`src/sv/reader_slot_registry_min_horizon_macros.svh`:
```
// assertion macros for the reader slot registry
`ifndef READER_SLOT_REGISTRY_MIN_HORIZON_MACROS_SVH
`define READER_SLOT_REGISTRY_MIN_HORIZON_MACROS_SVH

// same-cycle implication, checked outside reset
`define RSRMH_ASSERT_IMP(lbl, clk, rst_n, ante, cons, msg) \
	lbl: assert property (@(posedge clk) disable iff (!(rst_n)) (ante) |-> (cons)) \
		else $error(msg);

// next-cycle implication, checked outside reset
`define RSRMH_ASSERT_NXT(lbl, clk, rst_n, ante, cons, msg) \
	lbl: assert property (@(posedge clk) disable iff (!(rst_n)) (ante) |=> (cons)) \
		else $error(msg);

`endif

```
`src/sv/rsrmh_pkg.sv`:
```
// shared types and constants for the reader slot registry
`timescale 1ns / 1ps
package rsrmh_pkg;

	localparam int READERS_DEF = 64;
	localparam int BOUND_W     = 64;
	localparam int SLOT_W      = 6;

	typedef enum logic [1:0] {
		MODE_REGISTER   = 2'd0,
		MODE_UNREGISTER = 2'd1,
		MODE_QUERY      = 2'd2
	} mode_t;

	typedef enum logic {
		STATUS_OK      = 1'b0,
		STATUS_NO_FREE = 1'b1
	} status_t;

	typedef enum logic [1:0] {
		ST_CLEAR,
		ST_IDLE,
		ST_SCAN
	} state_t;

	typedef struct packed {
		mode_t               mode;
		logic [BOUND_W-1:0]  bound;
		logic [SLOT_W-1:0]   slot_index;
		logic [BOUND_W-1:0]  txn_floor;
	} req_t;

	typedef struct packed {
		status_t             status;
		logic [SLOT_W-1:0]   granted_slot;
		logic [BOUND_W-1:0]  horizon;
	} rsp_t;

	// control group towards the slot memories
	typedef struct packed {
		logic rd_en;
		logic used_we;
		logic used_wd;
		logic bound_we;
	} mem_ctl_t;

endpackage

```
`src/sv/reader_slot_registry_min_horizon.sv`:
```
// top level of the reader slot registry with minimum horizon tracking
`timescale 1ns / 1ps
// Reader slot registry. Each of READERS slots keeps a used mark and a 64-bit
// visibility bound in two synchronous memories. After reset a clearing pass
// walks the used-mark memory, one slot a cycle, and busy stays high until every
// slot is wiped. A request is taken when start is
// high and busy is low; its single result shows on rsp for exactly one cycle
// with done high, and must be captured then since there is no back-pressure.
// Register and query requests go through a scan of the memories, one slot a
// cycle over the shared read port: a register stops at the lowest free slot
// and strobes done there, while a full registry and any horizon query strobe
// done only after the last slot has been read.
// Unregister and unknown-mode requests write at most one used mark at the
// accepting edge and strobe done in the next cycle, and busy stays low, so
// they may follow one another every cycle. busy drops in the cycle that
// carries a scan's result, so the next request can be taken there.
// granted_slot carries the low six bits of the slot number.
module reader_slot_registry_min_horizon #(
	parameter int READERS = rsrmh_pkg::READERS_DEF
) (
	input  logic            clk,
	input  logic            arst_n,
	input  logic            start,
	output logic            busy,
	input  rsrmh_pkg::req_t req,
	output logic            done,
	output rsrmh_pkg::rsp_t rsp
);
	import rsrmh_pkg::*;

`include "reader_slot_registry_min_horizon_macros.svh"

	localparam int AW = (READERS > 1) ? $clog2(READERS) : 1;
	localparam logic [AW-1:0] LAST_SLOT = AW'(READERS - 1);

	// control state
	state_t        state_q, state_d;
	logic [AW-1:0] ptr_q;        // clearing pass address, then scan read address
	logic          issue_done_q; // last scan read already issued
	logic          vld_s1;       // read data valid this cycle
	logic [AW-1:0] addr_s1;      // slot whose data is on the read port
	logic          done_q;

	// payload captured at transfer
	mode_t              op_q;
	logic [BOUND_W-1:0] bound_q;
	logic [BOUND_W-1:0] min_q;
	rsp_t               rsp_q;

	// memory side
	mem_ctl_t           mem_ctl;
	logic [AW-1:0]      wr_addr;
	logic               rd_used;
	logic [BOUND_W-1:0] rd_bound;

	// decode
	logic               take;
	logic               idx_ok;
	logic               hit_free;
	logic               last_s1;
	logic               finish;
	logic [BOUND_W-1:0] min_next;
	logic               done_d;
	rsp_t               rsp_d;

	assign busy   = (state_q != ST_IDLE);
	assign take   = start && (state_q == ST_IDLE);
	assign idx_ok = (32'(req.slot_index) < READERS);

	// scan decisions on the returned slot
	assign hit_free = (op_q == MODE_REGISTER) && !rd_used;
	assign last_s1  = (addr_s1 == LAST_SLOT);
	assign finish   = (state_q == ST_SCAN) && vld_s1 && (hit_free || last_s1);
	assign min_next = (rd_used && (rd_bound < min_q)) ? rd_bound : min_q;

	// next state
	always_comb begin
		state_d = state_q;
		case (state_q)
			ST_CLEAR: begin
				if (ptr_q == LAST_SLOT) begin
					state_d = ST_IDLE;
				end
			end
			ST_IDLE: begin
				if (take && ((req.mode == MODE_REGISTER) || (req.mode == MODE_QUERY))) begin
					state_d = ST_SCAN;
				end
			end
			ST_SCAN: begin
				if (finish) begin
					state_d = ST_IDLE;
				end
			end
			default: begin
				state_d = ST_CLEAR;
			end
		endcase
	end

	// memory control and result forming
	always_comb begin
		mem_ctl  = '0;
		wr_addr  = ptr_q;
		done_d   = 1'b0;
		rsp_d    = '0;
		case (state_q)
			ST_CLEAR: begin
				// wipe one used mark per cycle
				mem_ctl.used_we = 1'b1;
				mem_ctl.used_wd = 1'b0;
			end
			ST_IDLE: begin
				if (take) begin
					case (req.mode)
						MODE_UNREGISTER: begin
							// out-of-range slots are ignored
							mem_ctl.used_we = idx_ok;
							mem_ctl.used_wd = 1'b0;
							wr_addr         = AW'(req.slot_index);
							done_d          = 1'b1;
						end
						MODE_REGISTER, MODE_QUERY: begin
							done_d = 1'b0;
						end
						default: begin
							// unknown mode: empty result
							done_d = 1'b1;
						end
					endcase
				end
			end
			ST_SCAN: begin
				mem_ctl.rd_en = !issue_done_q;
				wr_addr       = addr_s1;
				if (finish) begin
					done_d = 1'b1;
					if (op_q == MODE_REGISTER) begin
						if (hit_free) begin
							mem_ctl.used_we    = 1'b1;
							mem_ctl.used_wd    = 1'b1;
							mem_ctl.bound_we   = 1'b1;
							rsp_d.status       = STATUS_OK;
							rsp_d.granted_slot = SLOT_W'(addr_s1);
						end else begin
							rsp_d.status = STATUS_NO_FREE;
						end
					end else begin
						rsp_d.horizon = min_next;
					end
				end
			end
			default: begin
				mem_ctl = '0;
			end
		endcase
	end

	rsrmh_slot_mem #(
		.READERS (READERS),
		.AW      (AW)
	) u_slot_mem (
		.clk      (clk),
		.ctl      (mem_ctl),
		.wr_addr  (wr_addr),
		.wr_bound (bound_q),
		.rd_addr  (ptr_q),
		.rd_used  (rd_used),
		.rd_bound (rd_bound)
	);

	// control registers
	always_ff @(posedge clk or negedge arst_n) begin
		if (!arst_n) begin
			state_q      <= ST_CLEAR;
			ptr_q        <= '0;
			issue_done_q <= 1'b0;
			vld_s1       <= 1'b0;
			done_q       <= 1'b0;
		end else begin
			state_q <= state_d;
			vld_s1  <= mem_ctl.rd_en;
			done_q  <= done_d;
			if (state_q == ST_CLEAR) begin
				ptr_q <= ptr_q + AW'(1);
			end else if (take) begin
				ptr_q        <= '0;
				issue_done_q <= 1'b0;
			end else if (mem_ctl.rd_en) begin
				ptr_q <= ptr_q + AW'(1);
				if (ptr_q == LAST_SLOT) begin
					issue_done_q <= 1'b1;
				end
			end
		end
	end

	// payload registers
	always_ff @(posedge clk) begin
		addr_s1 <= ptr_q;
		rsp_q   <= rsp_d;
		if (take) begin
			op_q    <= req.mode;
			bound_q <= req.bound;
			min_q   <= req.txn_floor;
		end else if ((state_q == ST_SCAN) && vld_s1) begin
			min_q <= min_next;
		end
	end

	assign done = done_q;
	assign rsp  = rsp_q;

	// checks
	`RSRMH_ASSERT_IMP(a_full_clean, clk, arst_n, done && (rsp.status == STATUS_NO_FREE), (rsp.granted_slot == '0) && (rsp.horizon == '0), "full registry result carries data")
	`RSRMH_ASSERT_NXT(a_scan_busy, clk, arst_n, take && ((req.mode == MODE_REGISTER) || (req.mode == MODE_QUERY)), busy && !done, "scan request did not hold busy")
	`RSRMH_ASSERT_NXT(a_no_reclear, clk, arst_n, state_q != ST_CLEAR, state_q != ST_CLEAR, "clearing pass restarted")
	`RSRMH_ASSERT_IMP(a_scan_addr, clk, arst_n, vld_s1 && (state_q == ST_SCAN), 32'(addr_s1) < READERS, "scan read beyond last slot")

endmodule

```
`src/sv/rsrmh_slot_mem.sv`:
```
// slot memories: used marks and visibility bounds, one write and one read a cycle
`timescale 1ns / 1ps
module rsrmh_slot_mem #(
	parameter int READERS = rsrmh_pkg::READERS_DEF,
	parameter int AW      = (READERS > 1) ? $clog2(READERS) : 1
) (
	input  logic                          clk,
	input  rsrmh_pkg::mem_ctl_t           ctl,
	input  logic [AW-1:0]                 wr_addr,
	input  logic [rsrmh_pkg::BOUND_W-1:0] wr_bound,
	input  logic [AW-1:0]                 rd_addr,
	output logic                          rd_used,
	output logic [rsrmh_pkg::BOUND_W-1:0] rd_bound
);
	import rsrmh_pkg::*;

	logic               used_mem  [READERS];
	logic [BOUND_W-1:0] bound_mem [READERS];

	always_ff @(posedge clk) begin
		if (ctl.used_we) begin
			used_mem[wr_addr] <= ctl.used_wd;
		end
		if (ctl.rd_en) begin
			rd_used <= used_mem[rd_addr];
		end
	end

	always_ff @(posedge clk) begin
		if (ctl.bound_we) begin
			bound_mem[wr_addr] <= wr_bound;
		end
		if (ctl.rd_en) begin
			rd_bound <= bound_mem[rd_addr];
		end
	end

endmodule
```
`config.mk`:
```
export PLATFORM = sky130hd
export DESIGN_NAME = reader_slot_registry_min_horizon
export DESIGN_NICKNAME = d
export VERILOG_FILES = /design/src/sv/rsrmh_pkg.sv /design/src/sv/reader_slot_registry_min_horizon.sv /design/src/sv/rsrmh_slot_mem.sv
export VERILOG_INCLUDE_DIRS = /design/src /design/src/sv
export SDC_FILE = /design/constraint.sdc
export NUM_CORES = 2
export LEC_CHECK = 0
export BUFFER_PORTS_ARGS = -buffer_cell sky130_fd_sc_hd__buf_2
export CORE_ASPECT_RATIO = 1.75
export CORE_MARGIN = 4
export CORE_UTILIZATION = 45
export CTS_CLUSTER_SIZE = 14
export DETAILED_ROUTE_END_ITERATION = 10
export GPL_TIMING_DRIVEN = 0
export SLEW_MARGIN = 40
export SYNTH_ARGS = -nofsm -noshare
export SYNTH_HDL_FRONTEND = slang
export SYNTH_HIERARCHICAL = 1
export SYNTH_MEMORY_MAX_BITS = 65536
export SYNTH_SLANG_ARGS = --single-unit
export TNS_END_PERCENT = 10
```
`constraint.sdc`:
```
create_clock -name clk -period 10.9 [get_ports clk]
set_input_delay 1.09 -clock clk [delete_from_list [all_inputs] [get_ports clk]]
set_output_delay 1.09 -clock clk [all_outputs]
set_load 0.02 [all_outputs]
```
==> summary.md <==
| Metric | Value |
|---|---|
| Initial core utilization | 0.452 |
| Final Non-Filler Cells | ~14k |
| #FFs+latches synth | 4443 |
| Fraction of layout cells with a size suffix above 1 | 0.320 |
| Final Max Slew Viols | 0 |
| FF-to-FF setup slack | 4130 ps |
| CP endpoint kind | flop |
| Worst Tran Pin Value | 1000 ps |
| Yosys top cell area share | 0.767 |
| Skew-Pair Late Insertion Delay | 1000 ps |
| DRT antenna net count | 0 |
| Drt first pass iters | 9 |
| Clk_skew | 48.0 ps |
| Syn nets | 7953 |
| Worst Path Max Fanout | 43 |
| Min-delay src | req[121] |
| Mapped cell area | 170000 um2 |
| CP max stage delay | approximately 730 ps |
| Synth Flop Type | edfxtp_1 |
| CTS Sinks | 4443 |
| Clock buffer depth | 4 |
| Final period util | 0.621 |
| Run status | completed |
| Fin Setup TNS | 0 ps |
| Hold Crit Class | primary input to flop |
| Rel. slew slack | 0.332 |
| Final setup margin | 4130 ps |
| Area leader, netlist | edfxtp_1 |
| Die height | 822 um |
| Row count | 298 |
| Critical path buffers and inverters | 10 |
| Final net count | 9262 |
| Gr usage total | 0.299 |
| Synth Warn # | 6 |
| Max cap viols | 0 |
| Setup-failing EPs final | 0 |
| Largest net degree at the start of global routing | 44 |
| Syn avg cell area | 22.0 um2 |
| Worst EP required | between 10000 and 15000 ps |
| Reg2reg end | u_slot_mem/bound_mem[4][30] |
| Most common cell in the netlist | edfxtp_1 |
| Levels on crit path | 19 |
| Most frequent CP cell | buf_16 |
| Worst setup path end | u_slot_mem/bound_mem[4][30] |
| Top cells by count, synth | edfxtp_1, mux4_2, a22oi_1 |
| Post-CTS Setup Inserts | 0 |
| FF-to-FF path depth | 19 |
| Register area share after synthesis | 0.778 |
| Clock transition at the registers of the reported paths | roughly 60 ps |
| Iteration-0 DRC Markers | about 13k |
| Dpl ws | about 4000 ps |
| Peak supply drop | 150 uV |
| I/O pins | between 200 and 250 |
| Post-route DRC | 0 |
| Die ar. | 389000 um2 |
| Critical path origin | state_q[1] |
| Chip width | 473 um |
| R2R Path Start | state_q[1] |
| Fill cells | 28.4k |
| Vias in the first global route | 92.3k |
| Via Count | roughly 90k |
| Tmin final | between 6000 and 7000 ps |
| Post-synth EDFFs | roughly 4.4k |
| Post-DP HPWL | 428000 um |
| Final Hold Fails | 0 |
| Post-Route WL | 586000 um |
| Placed Cells | approximately 14k |
| Port-buffer cells | 211 |
| Antenna violations before repair | 39 |
| Resized cells post-CTS | 0 |
| Critical path, cell by cell | inv_1 -> ha_1 -> nand2_2 -> inv_8 -> buf_16 -> nand2_1 -> nor2_1 -> o21ai_1 -> a22o_1 -> clkbuf_1 -> or3_1 -> clkbuf_1 -> inv_1 -> nand2_1 -> nor2_4 -> buf_16 -> buf_16 -> buf_8 -> buf_8 |
| Netlist cell types | 61 |
| DR WL/cell | 41.0 um |
| Routability cong. | roughly 0.89 |
| CTS Buf Count | 390 |
| Worst path slowest cell | nor2_4 |
| Asr flop ratio synth | 0.00248 |
| H-tree depth | 5 |
| Fmax | 148 MHz |
| WP data arrival | 7430 ps |
| Unrepaired setup endpoints after global routing | false |
| CTS Root Cell | clkbuf_16 |
| Cells after Synth | 7745 |
| Vias per cell | roughly 6.4 |
| Hold Buf Count CTS | 1 |
| Leak | 65.4 nW |
| Area grow syn2layout | 19.2% |
| Crit path launch type | flop |
| CTS tree | built |
| WS Path Type | flop to flop |
| CP delay by family, top | simple AND/OR/NAND/NOR gates |
| Ranking of synthesized cells by area | edfxtp_1, mux4_2, a22oi_1, dfxtp_1, mux2i_1 |
| Power per cell area | about 240 nW/um2 |
| Total grt overflow | 0 |
| Core ar. | 377000 um2 |
| First-pass GRT wire length | about 800000 um |
[metal layers]
metal / track usage / vias to the layer above / wire length (um)
met2: 0.499 / 5932 / 291000
met1: 0.338 / 49000 / 184000
met5: 0 / - / 155
met4: 0.232 / 24 / 57000
li1: - / 35400 / -
met3: 0.0565 / 1495 / 53600
[flip-flops by register name, summed over array words and instances, names as in the netlist, 6 cells and up]
register	count
addr_s1	6
min_q	64
bound_q	64
u_slot_mem/bound_mem	4096
ptr_q	6
u_slot_mem/used_mem	64
u_slot_mem/rd_bound	64
rsp	71
[cell type report]
class | count | area (um2) | area share
Timing Repair Buffer | 917 | 13800 | 0.0682
Inverter | 146 | 556 | 0.00273
Clock inverter | 148 | 1020 | 0.00503
Multi-Input combinational cell | 2707 | 36200 | 0.178
Buffer | 449 | 2380 | 0.0117
Clock buffer | 488 | 10300 | 0.0506
Antenna cell | 34 | 85.1 | 0.000419
Sequential cell | 4443 | 133000 | 0.653
Tap cell | 4950 | 6190 | 0.0305
[kinds of logic after synthesis]
kind of cell / count (synthesis) / synth area share
mux: 1168 / 0.145
buf+inv: 595 / 0.0164
flops: 4443 / 0.778
fa+ha+maj: 69 / 0.00507
xor+xnor: 2 / 0.000103
simple gates: 580 / 0.0159
compound gates: 888 / 0.0394
[metrics by stage]
| stage | util | instance area, um2 | hold WS, ps | power, mW |
|---|---|---|---|---|
| final | 0.539 | 203000 | 278 | 48.4 |
| after CTS | 0.539 | 203000 | 239 | 48.3 |
| after global placement | 0.472 | 178000 | 466 | 34.7 |
| after detailed placement | 0.509 | 192000 | 480 | 35.5 |
| after global routing | 0.539 | 203000 | 239 | 49.6 |
| after floorplan | - | 170000 | 425 | 28.8 |
[worst min-delay path by stage]
stage,end,slack (ps),cells past startpoint
global route,bound_q[51],240,1
CTS,bound_q[51],240,1
global placement,rsp[68],470,1
floorplan,addr_s1[1],420,0
detailed placement,rsp[67],480,1
finish,bound_q[51],280,1
[layout by cell type (no fill, tap or decap), types with 78 or more instances in the layout]
master        n
inv_1       145
buf_8       270
clkbuf_1    191
mux2i_1     128
buf_2       411
edfxtp_1   4355
o22ai_1     193
a22oi_1     261
buf_16      236
nor2_1      182
clkbuf_16   397
nand3_1     192
a21oi_1      89
buf_6       202
mux4_2     1040
o21ai_0      78
[where the power goes]
part | total, mW | internal, mW | switching (mW)
Combinational | 15.2 | 5.56 | 9.66
Sequential | 20.2 | 19.7 | 0.432
Clock | 13.0 | 6.87 | 6.11
Total | 48.4 | 32.2 | 16.2
(Power assumes the default switching activity.)
